--- src/design/cfir_pkg.sv ---
// Shared types and constants for the complex FIR filter.
// No dependencies; compile first.
package cfir_pkg;

	localparam int TAP_W      = 16;
	localparam int FRAC_BITS  = 15;
	localparam int OP_W       = 2;
	localparam int SLOT_W     = 6;
	localparam int CFG_W      = 7;
	localparam int APB_ADDR_W = 3;
	localparam int APB_DATA_W = 32;

	localparam logic [CFG_W-1:0] TAP_COUNT_RST = 7'd64;
	localparam logic [0:0]       REG_TAP_COUNT = 1'b0;

	typedef enum logic [OP_W-1:0] {
		OP_PUSH   = 2'd0,
		OP_WR_TAP = 2'd1,
		OP_WR_DLY = 2'd2,
		OP_NOP    = 2'd3
	} op_t;

	typedef enum logic [1:0] {
		ST_IDLE,
		ST_RUN,
		ST_DRAIN,
		ST_FINISH
	} state_t;

	typedef struct packed {
		logic shift;
		logic rotate;
		logic wr_tap;
		logic wr_dly;
	} cell_ctrl_t;

endpackage

--- src/design/cfir_mac.sv ---
// Complex multiply-accumulate at the head of the cell chain, with rounding
// and saturation of the final sum. Depends on cfir_pkg.
module cfir_mac #(
	parameter int SAMPLE_WIDTH = 16,
	parameter int CNT_W        = 6
) (
	input  logic                              clk,
	input  logic                              arst_n,
	input  logic                              clr,
	input  logic                              en,
	input  logic signed [SAMPLE_WIDTH-1:0]    dly_re,
	input  logic signed [SAMPLE_WIDTH-1:0]    dly_im,
	input  logic signed [cfir_pkg::TAP_W-1:0] tap_re,
	input  logic signed [cfir_pkg::TAP_W-1:0] tap_im,
	output logic signed [SAMPLE_WIDTH-1:0]    res_re,
	output logic signed [SAMPLE_WIDTH-1:0]    res_im,
	output logic                              sat
);
	import cfir_pkg::*;

	localparam int PW    = SAMPLE_WIDTH + TAP_W;
	localparam int ACC_W = PW + CNT_W + 2;
	localparam int RW    = ACC_W + 1 - FRAC_BITS;
	localparam logic signed [ACC_W:0] HALF =
		{{(ACC_W + 1 - FRAC_BITS){1'b0}}, 1'b1, {(FRAC_BITS - 1){1'b0}}};

	logic                    en_s1;
	logic signed [PW-1:0]    p_rr_s1, p_ii_s1, p_ri_s1, p_ir_s1;
	logic signed [PW:0]      sum_re, sum_im;
	logic signed [ACC_W-1:0] acc_re_q, acc_im_q;
	logic signed [ACC_W:0]   rnd_re, rnd_im;
	logic signed [RW-1:0]    r_re, r_im;
	logic [SAMPLE_WIDTH:0]   sat_re, sat_im;

	function automatic logic [SAMPLE_WIDTH:0] clip(input logic signed [RW-1:0] r);
		logic [RW-SAMPLE_WIDTH:0] top;
		logic                     over;
		top  = r[RW-1:SAMPLE_WIDTH-1];
		over = !((&top) || !(|top));
		if (over) begin
			clip = r[RW-1] ? {1'b1, 1'b1, {(SAMPLE_WIDTH - 1){1'b0}}}
			               : {1'b1, 1'b0, {(SAMPLE_WIDTH - 1){1'b1}}};
		end else begin
			clip = {1'b0, r[SAMPLE_WIDTH-1:0]};
		end
	endfunction

	always_ff @(posedge clk or negedge arst_n) begin
		if (!arst_n) begin
			en_s1 <= 1'b0;
		end else begin
			en_s1 <= en;
		end
	end

	always_ff @(posedge clk) begin
		p_rr_s1 <= PW'(tap_re) * PW'(dly_re);
		p_ii_s1 <= PW'(tap_im) * PW'(dly_im);
		p_ri_s1 <= PW'(tap_re) * PW'(dly_im);
		p_ir_s1 <= PW'(tap_im) * PW'(dly_re);
	end

	assign sum_re = (PW + 1)'(p_rr_s1) - (PW + 1)'(p_ii_s1);
	assign sum_im = (PW + 1)'(p_ri_s1) + (PW + 1)'(p_ir_s1);

	always_ff @(posedge clk) begin
		if (clr) begin
			acc_re_q <= '0;
			acc_im_q <= '0;
		end else if (en_s1) begin
			acc_re_q <= acc_re_q + ACC_W'(sum_re);
			acc_im_q <= acc_im_q + ACC_W'(sum_im);
		end
	end

	assign rnd_re = (ACC_W + 1)'(acc_re_q) + HALF;
	assign rnd_im = (ACC_W + 1)'(acc_im_q) + HALF;
	assign r_re   = rnd_re[ACC_W:FRAC_BITS];
	assign r_im   = rnd_im[ACC_W:FRAC_BITS];
	assign sat_re = clip(r_re);
	assign sat_im = clip(r_im);

	assign res_re = sat_re[SAMPLE_WIDTH-1:0];
	assign res_im = sat_im[SAMPLE_WIDTH-1:0];
	assign sat    = sat_re[SAMPLE_WIDTH] | sat_im[SAMPLE_WIDTH];

endmodule

--- config.mk ---
export PLATFORM = sky130hd
export DESIGN_NAME = cfir_mac
export DESIGN_NICKNAME = d
export VERILOG_FILES = /design/src/design/cfir_pkg.sv /design/src/design/cfir_mac.sv
export SDC_FILE = /design/constraint.sdc
export NUM_CORES = 2
export LEC_CHECK = 0
export BUFFER_PORTS_ARGS = -buffer_cell sky130_fd_sc_hd__buf_2
export CAP_MARGIN = 20
export CORE_MARGIN = 2
export CORE_UTILIZATION = 35
export CTS_CLUSTER_SIZE = 14
export DETAILED_ROUTE_END_ITERATION = 10
export PLACE_DENSITY = 0.55
export SLEW_MARGIN = 0
export SYNTH_ARGS = -nofsm -noshare
export SYNTH_HDL_FRONTEND = slang
export SYNTH_SLANG_ARGS = --single-unit
--- constraint.sdc ---
create_clock -name clk -period 8 [get_ports clk]
set_input_delay 1.2 -clock clk [delete_from_list [all_inputs] [get_ports clk]]
set_output_delay 1.2 -clock clk [all_outputs]
set_load 0.01 [all_outputs]
Word level (Yosys, flattened, before mapping)

Cells that the tools add are included.
W data, S select, Z words.

Input port bits: 68
Memory bits (read-only): 0
Register bits: 209
Memories: 0
Bits in writable memories: 0
Latch bits: 0

Muxes and demuxes: 4
Div/mod/pow operators: 0
Reduce and logical (&&, ||, !) cells: 8
Shift operators: 0
Eq/ne operators: 0
Multiply operators: 4
Bitwise logic cells: 1
$lt $le $gt $ge: 0
$add $sub $neg: 6

Operators by type and width:

| kind                     | number |
|---|---|
| $mul A16 B16 Y32         | 4 |
| $add A40 B16 Y41 const B | 2 |
| $add A40 B33 Y40         | 2 |
| $mux W17                 | 2 |
| $add A32 B32 Y33         | 1 |
| $sub A32 B32 Y33         | 1 |
| $mux W16                 | 2 |
| $reduce_and A11 Y1       | 2 |
| $reduce_or A11 Y1        | 2 |
| $logic_not A1 Y1         | 2 |
| $logic_or A1 B1 Y1       | 2 |
| $or A1 B1 Y1             | 1 |

Longest topological paths before layout

Depth after elaboration: 6
Depth in mapped cells: 24

Least setup slack after synthesis

Ideal clock, no wire load.

Kind: input port to flip-flop
Start point: in tap_im[15] in the netlist's numbering
End point: reg p_ir_s1[30]
Stages on the path: 22
Path slack: 922 ps
Path buffers: 2
Data arrival time: 6,959 ps
Required time: 7,881 ps
Cell sequence: clkbuf_1 nand2_1 inv_1 fa_1 fa_1 fa_1 fa_1 fa_1 inv_1 fa_1 inv_1 ha_1 clkbuf_1 inv_1 nor3_1 and4_1 nand4_1 o32a_1 a311oi_1 o21a_1 nor2_1 xnor2_1

Longest elaborated chain between the ends: 1

RTL lines:

| element              | RTL line       | text |
|---|---|---|
| start, declared      | cfir_mac.sv:14 | `input logic signed [cfir_pkg::TAP_W-1:0] tap_im,` |
| $mul A16 B16 Y32     | cfir_mac.sv:60 | `p_ir_s1 <= PW'(tap_im) * PW'(dly_re);` |
| end signal, assigned | cfir_mac.sv:60 |  |
| end, declared        | cfir_mac.sv:28 | `logic signed [PW-1:0] p_rr_s1, p_ii_s1, p_ri_s1, p_ir_s1;` |

No other way between the ends.
A chain may end at the register's enable or synchronous reset.

Worst setup path in the final report

Start point: in dly_im[1]
End point: reg p_ii_s1[31]

Longest elaborated chain between the ends: 1

RTL lines:

| element              | RTL line       | text |
|---|---|---|
| start, declared      | cfir_mac.sv:12 | `input logic signed [SAMPLE_WIDTH-1:0] dly_im,` |
| $mul A16 B16 Y32     | cfir_mac.sv:58 | `p_ii_s1 <= PW'(tap_im) * PW'(dly_im);` |
| end signal, assigned | cfir_mac.sv:58 |  |
| end, declared        | cfir_mac.sv:28 |  |

No other way between the ends.

==> out/metrics.csv <==
stage,metric,value,unit
outcome,outcome,finished clean,
timing,rsz0062_at_grt,no,
setup_path,cp_slowest_cell,fa_1,
synth,yosys.area.top_type,fa_1,
run,max-cap-violations,0,
clock_tree,cts_tree,done,
drt,wl_per_cell,18.6,um
setup_path,critPathTopFamily,adder cells,
drt,vias_per_cell,4.88,
placement,gp_congestion,0.963,
timing,setup_violations,0,
clock_tree,cts_hold_buffers,0,
setup_path,startpoint_type,input pin,
synth,synth.ff_latch_count,209,
setup_path,cpMostUsedCell,fa_1,
drt,drt_iter0_drc,2292,
cells_and_area,area_growth,7.56,%
setup_path,worstPathMaxFanout,20,
cells_and_area,fillCellCount,15403,
clock_tree,clkTransAtPathRegs,60,ps
setup_path,startpoint,dly_im[1],
floorplanning,start_util,35.2,%
timing,min_period,7320,ps
synth,syn_area,52600,um^2
synth,syn_nets,7464,
synth,yosysWarnings,0,
global_route,grtUsageTotal,19.9,%
floorplanning,die_height,392,um
synth,synthArstFlopShare,0.478,%
setup_path,worstPathCellList,buf_2 > buf_4 > nand2_1 > inv_1 > fa_1 > fa_1 > fa_1 > fa_1 > fa_1 > inv_1 > fa_1 > inv_1 > ha_1 > o2111a_1 > nand3_1 > a21o_1 > nand3_1 > a2111oi_0 > o21ai_0 > a21oi_1 > xnor2_1,
cells_and_area,fin_nets,7467,
setup_path,arrival,7850,ps
synth,avgSynthCellArea,8.98,um^2
synth,synth_top_area_share,42.9,%
floorplanning,pin_count,101,
setup_path,worst_path_largest_cell_delay,740,ps
setup_path,cp.required,8530,ps
synth,synthCells,5859,
worst_hold_path,hp-class,in2async,
synth,synth_commonest_cells,"inv_1, fa_1, nand2_1",
clock_tree,clkSinkCount,209,
drt,ant_nets,0,
synth,synth_edf_count,0,
floorplanning,die_w,392,um
clock_tree,cts_resized,0,
timing,slew_viol_final,0,
synth,seq_area_frac_synth,7.96,%
cells_and_area,drive_gt1_share,5.22,%
clock_tree,htreeDepth,1,
floorplanning,fp-row-count,142,
placement,dp_hpwl,123000,um
floorplanning,core,150000,um^2
synth,ys.flop_type,dfxtp_1,
drt,drcViolationCount,0,
synth,synth_cell_types,87,
global_route,antenna_found_initial,24,
floorplanning,die-area,154000,um^2
global_route,grt_remaining_overflow,0,
clock_tree,numCtsBuffers,29,
setup_path,cp.buffers_inverters,5,
clock_tree,clk_latency,650,ps
drt,vias,38605,
clock_tree,clockBufferDepth,3,
timing,hold_viol,0,
timing,tightest_slew,837,ps
timing,max_freq,0.137,GHz
setup_path,r2r_start,p_ri_s1[2],
global_route,grt_max_degree,65,
drt,routed_wl,147000,um
global_route,grt_pass1_wl,237000,um
synth,synth.most_common_cell,inv_1,
timing,fin_setup_tns,0,ps
synth,synthTopCellsByArea,"fa_1, ha_1, inv_1",
timing,skew,53.6,ps
clock_tree,post_cts_buffers,0,
timing,timing.final.crit_share,91.5,%
clock_tree,root_buffer,clkbuf_16,
setup_path,cp-end-kind,register,
timing,slew_headroom,44.2,%
setup_path,critPathKind,in2reg,
drt,drt_first_pass_iters,6,
placement,port_buffers,100,
global_route,first_global_vias,41298,
==> layout by cell type, fill, tap and decap left out, drive strengths merged, types with 13 or more instances in the layout <==
cell type  instances
inv             1340
fa              1127
nand2            598
and2             513
ha               410
buf              220
dfxtp            208
nor2             202
a21oi            161
xnor2            157
o21ai            116
a21o              92
nor3              70
nand3             60
xor2              51
mux2i             50
nand4             36
a211oi            34
a31oi             34
clkbuf            34
nand2b            33
o21a              30
and3              24
or3               21
o21bai            20
nor2b             17
o31ai             16
o211ai            15
o22ai             13
==> state kept, by name, indices dropped and copies added (netlist names) <==
register	flops
acc_im_q	40
p_rr_s1	32
p_ii_s1	32
acc_re_q	40
en_s1	1
p_ri_s1	32
p_ir_s1	32
==> per-stage QoR <==
| stage | hold WS (ps) | cell area (um^2) | std cells | worst slack, ps | utilization [%] |
|---|---|---|---|---|---|
| final | 364 | 56600 | 7904 | 678 | 37.8 |
| after global routing | 339 | 56600 | 7903 | 255 | 37.8 |
| after CTS | 326 | 56600 | 7897 | 701 | 37.8 |
| after detailed placement | 472 | 55600 | 7847 | 34.4 | 37.2 |
| after global placement | 463 | 55600 | 7846 | 230 | 37.2 |
| after floorplan | 454 | 52600 | 5859 | 922 | - |
==> metal layers <==
layer,GRT usage [%],vias to the layer above,share of wire [%],routed length (um)
li1,-,17872,-,-
met1,26.9,19749,45,66400
met4,5.01,16,2.6,3880
met2,33.7,800,47,69800
met5,0,-,0.062,91
met3,2.61,168,4.8,7120
==> final timing paths <==
kind | slack, ps | endpoint | cells after the start
max reg2reg | 3530 | acc_im_q[36] | 11
min reg2reg | 480 | acc_im_q[13] | 2
min in group clk | 480 | acc_im_q[13] | 2
max in group asynchronous | 7540 | en_s1 | 1
max | 680 | p_ii_s1[31] | 21
min | 360 | en_s1 | 1
==> cells by family (layout without fill, tap and decap cells) <==
kind of cell               Yosys count  count (layout)  share of synthesized area, %
DFF                                209             209                          7.96
other                                0               7                             0
AOI/OAI and AO/OA                  643             643                          8.11
xor gates and xnor gates           208             208                          3.48
adders and majority gates         1537            1537                          52.6
buffers and inverters             1584            1606                          11.3
muxes                               52              52                         0.994
and+or+nand+nor                   1626            1626                          15.5
==> layout make-up <==
cell class	count	area [um^2]	share of cell area [%]
tap	2016	2520	4.46
multi-input combinational	4066	42500	75.0
timing repair buffer	220	1440	2.54
clock inverter	16	165	0.292
inverter	1336	5010	8.86
antenna	7	17.5	0.0309
sequential	209	4190	7.41
clock buffer	34	785	1.39
Power is not shown: default switching activity piles up to over one toggle a cycle in this logic, so the estimate is an artifact.
