File: src/design/cfir_pkg.sv
// Shared types and constants for the complex FIR filter.
// No dependencies; compile first.
package cfir_pkg;

	localparam int TAP_W      = 16;
	localparam int FRAC_BITS  = 15;
	localparam int OP_W       = 2;
	localparam int SLOT_W     = 6;
	localparam int CFG_W      = 7;
	localparam int APB_ADDR_W = 3;
	localparam int APB_DATA_W = 32;

	localparam logic [CFG_W-1:0] TAP_COUNT_RST = 7'd64;
	localparam logic [0:0]       REG_TAP_COUNT = 1'b0;

	typedef enum logic [OP_W-1:0] {
		OP_PUSH   = 2'd0,
		OP_WR_TAP = 2'd1,
		OP_WR_DLY = 2'd2,
		OP_NOP    = 2'd3
	} op_t;

	typedef enum logic [1:0] {
		ST_IDLE,
		ST_RUN,
		ST_DRAIN,
		ST_FINISH
	} state_t;

	typedef struct packed {
		logic shift;
		logic rotate;
		logic wr_tap;
		logic wr_dly;
	} cell_ctrl_t;

endpackage

File: src/design/cfir_cell.sv
// One cell of the filter chain: a delay-line entry and a tap.
// Shifts, rotates with its neighbor, or takes a write. Depends on cfir_pkg.
module cfir_cell #(
	parameter int IDX          = 0,
	parameter int SAMPLE_WIDTH = 16
) (
	input  logic                                  clk,
	input  logic                                  arst_n,
	input  cfir_pkg::cell_ctrl_t                  ctrl,
	input  logic [cfir_pkg::SLOT_W-1:0]           slot,
	input  logic signed [SAMPLE_WIDTH-1:0]        wr_dly_re,
	input  logic signed [SAMPLE_WIDTH-1:0]        wr_dly_im,
	input  logic signed [cfir_pkg::TAP_W-1:0]     wr_tap_re,
	input  logic signed [cfir_pkg::TAP_W-1:0]     wr_tap_im,
	input  logic signed [SAMPLE_WIDTH-1:0]        shift_re,
	input  logic signed [SAMPLE_WIDTH-1:0]        shift_im,
	input  logic signed [SAMPLE_WIDTH-1:0]        rot_dly_re,
	input  logic signed [SAMPLE_WIDTH-1:0]        rot_dly_im,
	input  logic signed [cfir_pkg::TAP_W-1:0]     rot_tap_re,
	input  logic signed [cfir_pkg::TAP_W-1:0]     rot_tap_im,
	output logic signed [SAMPLE_WIDTH-1:0]        dly_re,
	output logic signed [SAMPLE_WIDTH-1:0]        dly_im,
	output logic signed [cfir_pkg::TAP_W-1:0]     tap_re,
	output logic signed [cfir_pkg::TAP_W-1:0]     tap_im
);
	import cfir_pkg::*;

	logic                           hit;
	logic signed [SAMPLE_WIDTH-1:0] dly_re_q, dly_im_q;
	logic signed [TAP_W-1:0]        tap_re_q, tap_im_q;

	assign hit = (32'(slot) == IDX);

	always_ff @(posedge clk or negedge arst_n) begin
		if (!arst_n) begin
			dly_re_q <= '0;
			dly_im_q <= '0;
		end else if (ctrl.rotate) begin
			dly_re_q <= rot_dly_re;
			dly_im_q <= rot_dly_im;
		end else if (ctrl.shift) begin
			dly_re_q <= shift_re;
			dly_im_q <= shift_im;
		end else if (ctrl.wr_dly && hit) begin
			dly_re_q <= wr_dly_re;
			dly_im_q <= wr_dly_im;
		end
	end

	always_ff @(posedge clk or negedge arst_n) begin
		if (!arst_n) begin
			tap_re_q <= '0;
			tap_im_q <= '0;
		end else if (ctrl.rotate) begin
			tap_re_q <= rot_tap_re;
			tap_im_q <= rot_tap_im;
		end else if (ctrl.wr_tap && hit) begin
			tap_re_q <= wr_tap_re;
			tap_im_q <= wr_tap_im;
		end
	end

	assign dly_re = dly_re_q;
	assign dly_im = dly_im_q;
	assign tap_re = tap_re_q;
	assign tap_im = tap_im_q;

endmodule

File: config.mk
export PLATFORM = sky130hd
export DESIGN_NAME = cfir_cell
export DESIGN_NICKNAME = d
export VERILOG_FILES = /design/src/design/cfir_pkg.sv /design/src/design/cfir_cell.sv
export SDC_FILE = /design/constraint.sdc
export NUM_CORES = 1
export LEC_CHECK = 0
export ABC_AREA = 1
export BUFFER_PORTS_ARGS = -buffer_cell sky130_fd_sc_hd__buf_2
export CORE_MARGIN = 4
export CORE_UTILIZATION = 30
export CTS_CLUSTER_SIZE = 8
export DETAILED_ROUTE_END_ITERATION = 16
export SLEW_MARGIN = 20
export SYNTH_ARGS = -nofsm -noshare
export SYNTH_HDL_FRONTEND = slang
export SYNTH_SLANG_ARGS = --single-unit
File: constraint.sdc
create_clock -name clk -period 0.9 [get_ports clk]
set_clock_uncertainty 0.05 [all_clocks]
set_input_delay 0.135 -clock clk [delete_from_list [all_inputs] [get_ports clk]]
set_output_delay 0.135 -clock clk [all_outputs]
set_load 0.01 [all_outputs]
; Yosys cells after proc, flatten, opt, wreduce, memory -nomap -nowiden
; Cells that the tools add are included.
[word_totals]
output_inout_bits = 64
rom_bits = 0
ram_bits = 0
latch_bits = 0
ff_bits = 64
mem_count = 0
[op_classes]
magnitude_cmp = 0
mul = 0
bitwise_logic = 0
eq_ne = 0
reduce_logical = 5
n_mux = 10
n_shift = 0
div = 0
add_sub_neg = 0
[op_table]
columns = operator, n
row1 = $mux W16, 10
row2 = $logic_not A6 Y1, 1
row3 = $reduce_bool A3 Y1, 1
row4 = $logic_and A1 B1 Y1, 2
row5 = $reduce_bool A2 Y1, 1

; Logic depth before layout (Yosys ltp)
; Gate-level depths: netlist of the first run.
[depth]
ltp_word = 5
ltp_mapped = 8

; Worst setup path before layout of the first run
; OpenSTA, ideal clock, no wires.
[synth_timing]
kind = input-to-reg
start = in ctrl[3] (netlist bit)
end = reg dly_im_q[0] (netlist: dly_im[0])
t_arrival_ns = 0.789
path_slack_ns = -0.056
stages = 6
n_path_buf = 2
path_cell_list = buf_2 -> nor2_2 -> nand2_2 -> buf_2 -> nand2_1 -> nand2_1
[synth_via]
elab_chain_cells = 2
[synth_rtl]
columns = element, line
row1 = start: declaration, cfir_cell.sv:9  ; input cfir_pkg::cell_ctrl_t ctrl,
row2 = $mux W16, cfir_cell.sv:41  ; end else if (ctrl.shift) begin
row3 = $mux W16, cfir_cell.sv:38  ; end else if (ctrl.rotate) begin
row4 = end signal: assignment, cfir_cell.sv:40  ; dly_im_q <= rot_dly_im;
row5 = end signal: assignment, cfir_cell.sv:43  ; dly_im_q <= shift_im;
row6 = end signal: assignment, cfir_cell.sv:46  ; dly_im_q <= wr_dly_im;
row7 = end: declaration, cfir_cell.sv:29  ; logic signed [SAMPLE_WIDTH-1:0] dly_re_q, dly_im_q;
; Several ways; a longest one is shown, not always the timed one.
; A chain may end at the register's enable or synchronous reset.

; Worst setup path in the final report of the first run
[layout_timing]
start = reg tap_re_q[15] (netlist: tap_re[15])
end = out tap_re[15] (netlist bit)
[layout_lines]
columns = element, line
row1 = start: declaration, cfir_cell.sv:30  ; logic signed [TAP_W-1:0] tap_re_q, tap_im_q;
row2 = start signal: assignment, cfir_cell.sv:55  ; tap_re_q <= rot_tap_re;
row3 = start signal: assignment, cfir_cell.sv:58  ; tap_re_q <= wr_tap_re;
row4 = end: declaration, cfir_cell.sv:23  ; output logic signed [cfir_pkg::TAP_W-1:0] tap_re,
; No word-level cell between the ends.

==> results.py, run 1 <==
metrics = {
    "yosys": {
        "avgSynthCellArea_sq_um": 6.81,
        "synthCells": 530,
        "synth-seq-cells": 64,
        "synth_area_sq_um": 3610,
        "synth_cell_types": 13,
        "syn_nets": 702,
        "yosysWarningCount": 0,
        "yosysSeqAreaShare_pct": 44.4,
    },
    "power_and_ir_drop": {
        "total_power_uw": 9140,
        "leakagePower_uw": 0.00334,
        "power_density_nw_per_um2": 1570,
        "vdd_drop_max_v": 0.000689,
    },
    "finish": {
        "fin_nets": 962,
        "syn_to_final_growth_pct": 61.0,
        "final_cell_mix": "287 x nand2_1, 209 x buf_2, 64 x dfrtp_1",
        "mostFrequentLayoutCell": "nand2_1",
        "drive_gt1_share_pct": 40.2,
        "diodes": 0,
        "final_cells": 937,
    },
    "status": {
        "status": "complete, but fails checks",
        "violations": "negative setup slack",
    },
    "global_route": {
        "antenna_found_initial": 0,
        "overflow": 0,
        "grt_pass1_vias": 4371,
        "grt_start_max_net_pins": 35,
        "track_usage_pct": 17.4,
        "grt_pass1_wl_microns": 20100,
    },
    "floorplan": {
        "fp-row-count": 39,
        "dieWidth_microns": 118,
        "core_area_sq_um": 11600,
        "die-area_sq_um": 13900,
        "initial_core_util_pct": 31.1,
        "ios": 236,
        "die_y_microns": 118,
    },
    "job": {
        "maxCapViolations": 0,
    },
    "critical_path": {
        "critPathRequiredTime_ns": 0.71,
        "crit_family": "flip-flops",
        "path_cells": "buf_2",
        "critPathBufInv": 1,
        "critPathLaunch": "tap_re[15]$_DFFE_PN0P_",
        "cp_slowest_cell": "dfrtp_1",
        "crit_type": "reg -> out",
        "critPathMaxFanout": 2,
        "cp-end-kind": "output pin",
        "worst_setup_path_start_kind": "register",
        "critPathArrivalTime_ns": 0.88,
        "max_stage_delay_ns": 0.41,
        "rr_startpoint": "dly_im[6]$_DFFE_PN0P_",
    },
    "detailed_routing": {
        "wl_per_cell_microns": 13.4,
        "drc_errors": 0,
        "drt-total-wl_microns": 12500,
        "dr.pass1.iters": 4,
        "ant_nets": 0,
        "viasPerCell": 4.66,
        "drt_iter0_drc": 224,
        "vias": 4370,
    },
    "timing": {
        "rsz0062_at_grt": "yes",
        "finalSetupViolations": 64,
        "fmax_ghz": 0.938,
        "setup_tns_ns": -7.93,
        "finalCriticalPeriod_ns": 1.07,
        "relSlewSlack_pct": 78.2,
        "final-hold-violation-count": 0,
        "finalMaxSlewViolations": 0,
        "fin_crit_sh_pct": 118,
        "worst_slack_ns": -0.166,
        "worst_pin_slew_ns": 0.327,
    },
    "clocking": {
        "root_buffer": "clkbuf_16",
        "clock-sinks": 64,
        "tritoncts": "done",
        "h-tree-depth": 3,
        "numCtsBuffers": 9,
        "insertion_delay_ns": 0.31,
        "path_clk_slew_ns": 0.05,
        "clockBufferDepth": 2,
    },
    "hold_path": {
        "hp-start": "wr_tap_re[4]",
        "hold_class": "in -> reg",
    },
    "placement": {
        "dpl_worst_slack_ns": -0.301,
        "dp_hpwl_microns": 9560,
        "placedCellCount": 893,
        "port_buffers": 235,
        "gp_congestion": 0.832,
    },
}
## final timing paths
check | slack [ns] | cells past startpoint | endpoint
setup / recovery | -0.17 | 1 | tap_re[15]
hold / removal | 0.05 | 5 | tap_re[4]$_DFFE_PN0P_
setup reg to reg | 0.02 | 4 | dly_im[6]$_DFFE_PN0P_
hold reg to reg | 0.45 | 2 | dly_re[11]$_DFFE_PN0P_
max in group asynchronous | 0.29 | 3 | dly_im[5]$_DFFE_PN0P_
min in group asynchronous | 0.31 | 3 | tap_im[13]$_DFFE_PN0P_
## sequential cells by signal (all words and copies together), names as in the netlist
name / count
dly_im: 16
dly_re: 16
tap_re: 16
tap_im: 16
## cell type report
cell class | instances | area (sq um)
Multi-Input combinational cell | 424 | 1840
Sequential cell | 64 | 1600
Timing Repair Buffer | 289 | 1890
Tap cell | 143 | 179
Fill cell | 1163 | 5800
Clock inverter | 3 | 42.5
Inverter | 2 | 10.0
Clock buffer | 12 | 246
## power by group
part	leakage (uW)	total, uW	switching, uW	internal (uW)
Clock	0.000139	3380	1180	2200
Combinational	0.00242	2350	1130	1220
Sequential	0.000773	3400	202	3200
## stage by stage
stage	area [sq um]	util, %	hold WS [ns]
global route	5810	50.1	0.0621
floorplan	3710	-	-0.211
global placement	5090	43.8	0.110
finish	5810	50.1	0.0463
CTS	5620	48.4	0.0349
detailed placement	5090	43.8	0.121
## synthesized netlist by cell type
master	instances	area [sq um]
nand2_1	288	1080
dfrtp_1	64	1600
nand3_1	64	320
a31oi_1	32	200
nor2_1	32	120
buf_2	23	115
clkbuf_1	9	33.8
buf_4	6	45.0
nor2_2	4	25.0
buf_6	2	22.5
inv_2	2	7.51
nand2_2	2	12.5
nand4_2	2	25.0
## tightest hold or removal path, cell delays in order
cell and delay, ns:
buf_2 0.07, nand2_1 0.04, nand2_1 0.05, nand2_1 0.05, nand2_1 0.04
## layer usage
metal  wire, microns  track usage (%)  up-vias  part of all wire (%)
met3            1220             5.24       17                   9.7
met2            6050             30.3      188                    48
met5               0                0        -                     0
li1                -                -     2213                     -
met4             179             5.79        0                   1.4
met1            5080             20.5     1952                    41
## logic make-up (layout without fill, tap and decap cells)
| group | Yosys count | after routing | synth area share, % |
|---|---|---|---|
| simple gates | 392 | 392 | 43.9 |
| flops | 64 | 64 | 44.4 |
| buf+inv | 42 | 306 | 6.20 |
| compound gates | 32 | 32 | 5.55 |
## timing repair
item	CTS	global route
pin swaps	0	8
resized for setup	14	24
hold buffers	1	0
buffers inserted	20	13
setup endpoints to repair	64	97
endpoints found under the hold margin	64	0
Power figures use the tool's default switching activity.
==> inputs of run 2 (changes only) <==
SKIP_CTS_REPAIR_TIMING = 1   (was unset)
==> run 2 against run 1 <==
Compared with the run above:
- combinational power shrank 2%
- final area down 1.2%
- final cell count fell by 0.32%
- register-to-register slack improved by 0.05 ns
- the flow still finishes with violations (negative setup slack)
==> results.py, run 2 (synthesis results as in run 1) <==
metrics = {
    "clocking": {
        "clock-sinks": 64,
        "clockBufferDepth": 2,
        "numCtsBuffers": 9,
        "tritoncts": "done",
        "h-tree-depth": 3,
        "insertion_delay_ns": 0.31,
        "path_clk_slew_ns": 0.05,
        "root_buffer": "clkbuf_16",
    },
    "finish": {
        "fin_nets": 959,
        "fillers": 1166,
        "mostFrequentLayoutCell": "nand2_1",
        "final_cell_mix": "288 x nand2_1, 212 x buf_2, 64 x nand3_1, 64 x dfrtp_1, 37 x buf_4",
        "diodes": 0,
        "fin_util_pct": 49.5,
        "syn_to_final_growth_pct": 59.1,
        "final_cells": 934,
        "drive_gt1_share_pct": 38.9,
    },
    "critical_path": {
        "critPathArrivalTime_ns": 0.86,
        "critPathMaxFanout": 2,
        "cp_slowest_cell": "dfrtp_1",
        "worst_setup_path_start_kind": "register",
        "critPathRequiredTime_ns": 0.71,
        "path_cells": "buf_2",
        "crit_type": "reg -> out",
        "max_stage_delay_ns": 0.40,
        "critPathBufInv": 1,
        "cp-end-kind": "output pin",
        "crit_family": "flip-flops",
    },
    "global_route": {
        "overflow": 0,
        "grt_pass1_wl_microns": 20000,
        "grt_pass1_vias": 4288,
        "antenna_found_initial": 0,
        "grt_start_max_net_pins": 35,
        "track_usage_pct": 17.3,
    },
    "timing": {
        "worst_pin_slew_ns": 0.322,
        "finalMaxSlewViolations": 0,
        "setup_tns_ns": -7.95,
        "finalSetupViolations": 64,
        "rsz0062_at_grt": "yes",
        "worst_slack_ns": -0.149,
        "fmax_ghz": 0.953,
        "finalCriticalPeriod_ns": 1.05,
        "final-hold-violation-count": 0,
        "relSlewSlack_pct": 78.5,
        "fin_crit_sh_pct": 117,
    },
    "hold_path": {
        "hold_class": "in -> reg",
    },
    "floorplan": {
        "ios": 236,
        "core_area_sq_um": 11600,
        "dieWidth_microns": 118,
        "die_y_microns": 118,
        "initial_core_util_pct": 31.1,
        "fp-row-count": 39,
        "die-area_sq_um": 13900,
    },
    "placement": {
        "dp_hpwl_microns": 9560,
        "placedCellCount": 893,
        "gp_congestion": 0.832,
        "port_buffers": 235,
    },
    "status": {
        "violations": "negative setup slack",
        "status": "complete, but fails checks",
    },
    "power_and_ir_drop": {
        "vdd_drop_max_v": 0.000683,
        "leakagePower_uw": 0.00331,
        "power_density_nw_per_um2": 1580,
    },
    "detailed_routing": {
        "viasPerCell": 4.64,
        "drt-total-wl_microns": 12500,
        "drt_iter0_drc": 215,
        "wl_per_cell_microns": 13.3,
        "vias": 4332,
        "drc_errors": 0,
        "dr.pass1.iters": 4,
        "ant_nets": 0,
    },
    "job": {
        "maxCapViolations": 0,
    },
}
[run 2: cell count changes in the layout (fill, tap and decap cells not counted), sizes merged]
| cell | delta |
|---|---|
| buf | -3 |
[run 2: path summary, 6_finish.rpt]
check / cells past startpoint / slack (ns) / endpoint / from
min: 5 / 0.05 / tap_re[4]$_DFFE_PN0P_ / wr_tap_re[4]
max reg2reg: 3 / 0.07 / tap_re[1]$_DFFE_PN0P_ / tap_re[1]$_DFFE_PN0P_
min reg2reg: 2 / 0.45 / dly_re[11]$_DFFE_PN0P_ / dly_re[11]$_DFFE_PN0P_
min in group asynchronous: 3 / 0.31 / tap_im[12]$_DFFE_PN0P_ / arst_n
max: 1 / -0.15 / tap_re[15] / tap_re[15]$_DFFE_PN0P_
max in group asynchronous: 3 / 0.30 / dly_im[5]$_DFFE_PN0P_ / arst_n
[run 2: cell type report]
class,count,area (sq um),area share (%)
clock buffers,12,246,4.29
clock inverters,3,42.5,0.741
inverters,2,10.0,0.174
multi-input cells,424,1810,31.6
flip-flops and latches,64,1600,27.9
well taps,143,179,3.12
repair buffers,286,1850,32.2
[run 2: routing by layer]
layer | part of all wire [%] | GRT usage (%) | vias up | wire, microns
met5 | 0 | 0 | - | 0
met2 | 48 | 29.9 | 182 | 6020
met4 | 1.4 | 6.01 | 0 | 180
li1 | - | - | 2209 | -
met3 | 8.4 | 4.90 | 17 | 1040
met1 | 42 | 20.6 | 1924 | 5220
[run 2: per-stage QoR]
step	worst slack [ns]	power [uW]	hold WS, ns	area [sq um]
after floorplan	-0.00651	4380	-0.211	3710
after global routing	-0.188	9600	0.0629	5740
after CTS	-0.182	8890	-0.228	5380
after detailed placement	-0.301	5420	0.121	5090
after global placement	-0.257	5380	0.110	5090
final	-0.149	9070	0.0474	5740
[run 2: power breakdown]
part | leakage, uW | internal, uW | switching (uW)
Clock | 0.000139 | 2200 | 1180
Sequential | 0.000773 | 3200 | 199
Combinational | 0.00240 | 1180 | 1120
Total | 0.00331 | 6580 | 2500
==> inputs of run 3 (changes only) <==
GPL_ROUTABILITY_DRIVEN = 0   (was unset)
MAX_ROUTING_LAYER = met4   (was unset)
==> run 3 against run 2 <==
Compared with the run above:
- the run still ends with negative setup slack left
- final cell count is the same
- non-clock buffer count is the same
- die area unchanged
- clock-buffer cell count did not move
- final area decreased by 0.33%
- clock power about the same
- routed wire length up 0.14%
- global-route usage rose by 0.50 points
- highest routed layer unchanged
==> results.py, run 3 (synthesis results as in run 1) <==
metrics = {
    "global_route": {
        "grt_pass1_wl_microns": 20000,
        "overflow": 0,
        "antenna_found_initial": 0,
        "grt_pass1_vias": 4282,
        "track_usage_pct": 17.8,
        "grt_start_max_net_pins": 35,
    },
    "critical_path": {
        "cp_slowest_cell": "dfrtp_1",
        "r2r_cells": 3,
        "crit_type": "reg -> out",
        "r2r-end": "dly_re[1]$_DFFE_PN0P_",
        "max_stage_delay_ns": 0.40,
        "rrSetupSlack_ns": 0.07,
        "critPathBufInv": 1,
        "critPathRequiredTime_ns": 0.71,
        "critPathMaxFanout": 2,
        "worst_setup_path_start_kind": "register",
        "cp-end-kind": "output pin",
        "path_cells": "buf_2",
        "critPathArrivalTime_ns": 0.87,
        "rr_startpoint": "dly_re[1]$_DFFE_PN0P_",
        "crit_family": "flip-flops",
    },
    "power_and_ir_drop": {
        "leakagePower_uw": 0.00330,
        "power_density_nw_per_um2": 1580,
        "total_power_uw": 9060,
        "vdd_drop_max_v": 0.000690,
    },
    "finish": {
        "stdcell_area_sq_um": 5720,
        "final_cells": 934,
        "syn_to_final_growth_pct": 58.6,
        "final_cell_mix": "288 x nand2_1, 215 x buf_2, 64 x nand3_1, 64 x dfrtp_1, 37 x buf_4",
        "fin_nets": 959,
        "mostFrequentLayoutCell": "nand2_1",
        "diodes": 0,
        "fin_util_pct": 49.3,
        "drive_gt1_share_pct": 38.9,
    },
    "floorplan": {
        "die_y_microns": 118,
        "initial_core_util_pct": 31.1,
        "core_area_sq_um": 11600,
        "die-area_sq_um": 13900,
        "fp-row-count": 39,
        "ios": 236,
        "dieWidth_microns": 118,
    },
    "clocking": {
        "clock-sinks": 64,
        "numCtsBuffers": 9,
        "insertion_delay_ns": 0.31,
        "clockBufferDepth": 2,
        "path_clk_slew_ns": 0.05,
        "root_buffer": "clkbuf_16",
        "tritoncts": "done",
        "h-tree-depth": 3,
    },
    "detailed_routing": {
        "viasPerCell": 4.63,
        "drt-total-wl_microns": 12500,
        "ant_nets": 0,
        "dr.pass1.iters": 4,
        "drc_errors": 0,
        "drt_iter0_drc": 232,
        "vias": 4329,
        "wl_per_cell_microns": 13.4,
    },
    "hold_path": {
        "whs_endpoint": "tap_re[4]$_DFFE_PN0P_",
        "hold_path_depth": 5,
        "hold_class": "in -> reg",
        "hp-start": "wr_tap_re[4]",
    },
    "timing": {
        "finalSetupViolations": 64,
        "finalMaxSlewViolations": 0,
        "fin_crit_sh_pct": 117,
        "final-hold-violation-count": 0,
        "worst_slack_ns": -0.153,
        "relSlewSlack_pct": 78.3,
        "finalCriticalPeriod_ns": 1.05,
        "rsz0062_at_grt": "yes",
        "worst_pin_slew_ns": 0.326,
        "fmax_ghz": 0.949,
    },
    "status": {
        "status": "complete, but fails checks",
        "violations": "negative setup slack",
    },
    "placement": {
        "place_area_sq_um": 5090,
        "placedCellCount": 893,
        "dpl_worst_slack_ns": -0.301,
        "port_buffers": 235,
        "dp_hpwl_microns": 9560,
    },
    "job": {
        "maxCapViolations": 0,
    },
}
==> run 3: cell counts in the layout (fill, tap and decap cells not counted) <==
No cell type changed its count.
==> run 3: final cells by class <==
cell class / instances / area, sq um
clock buffers: 12 / 246
flip-flops and latches: 64 / 1600
inverters: 2 / 10.0
well taps: 143 / 179
repair buffers: 286 / 1830
clock inverters: 3 / 42.5
multi-input cells: 424 / 1810
fillers: 1171 / 5890
==> run 3: layer usage <==
metal / vias to the layer above / track usage (%) / share of wire [%]
li1: 2210 / - / -
met1: 1923 / 21.1 / 42
met2: 180 / 29.9 / 49
met3: 16 / 4.18 / 7.9
met4: 0 / 6.01 / 1.4
met5: - / - / 0
==> run 3: worst max path at each step <==
stage	startpoint	cells past startpoint	slack, ns	to
global placement	slot[1]	6	-0.26	dly_re[12]$_DFFE_PN0P_
CTS	tap_re[15]$_DFFE_PN0P_	1	-0.18	tap_re[15]
detailed placement	slot[1]	6	-0.30	tap_re[1]$_DFFE_PN0P_
finish	tap_re[15]$_DFFE_PN0P_	1	-0.15	tap_re[15]
floorplan	ctrl[2]	8	-0.007	dly_im[10]$_DFFE_PN0P_
global route	tap_re[15]$_DFFE_PN0P_	1	-0.19	tap_re[15]
==> run 3: where the power goes <==
part	switching (uW)	internal [uW]
sequential	195	3200
clock	1190	2200
combinational	1120	1160
total	2500	6560
==> run 3: stage by stage <==
step,hold WS [ns],TNS [ns]
2_1_floorplan,-0.211,-0.284
3_3_place_gp,0.110,-15.29
3_5_place_dp,0.121,-17.20
4_1_cts,-0.228,-9.35
5_1_grt,0.0618,-9.89
6_report,0.0476,-7.92
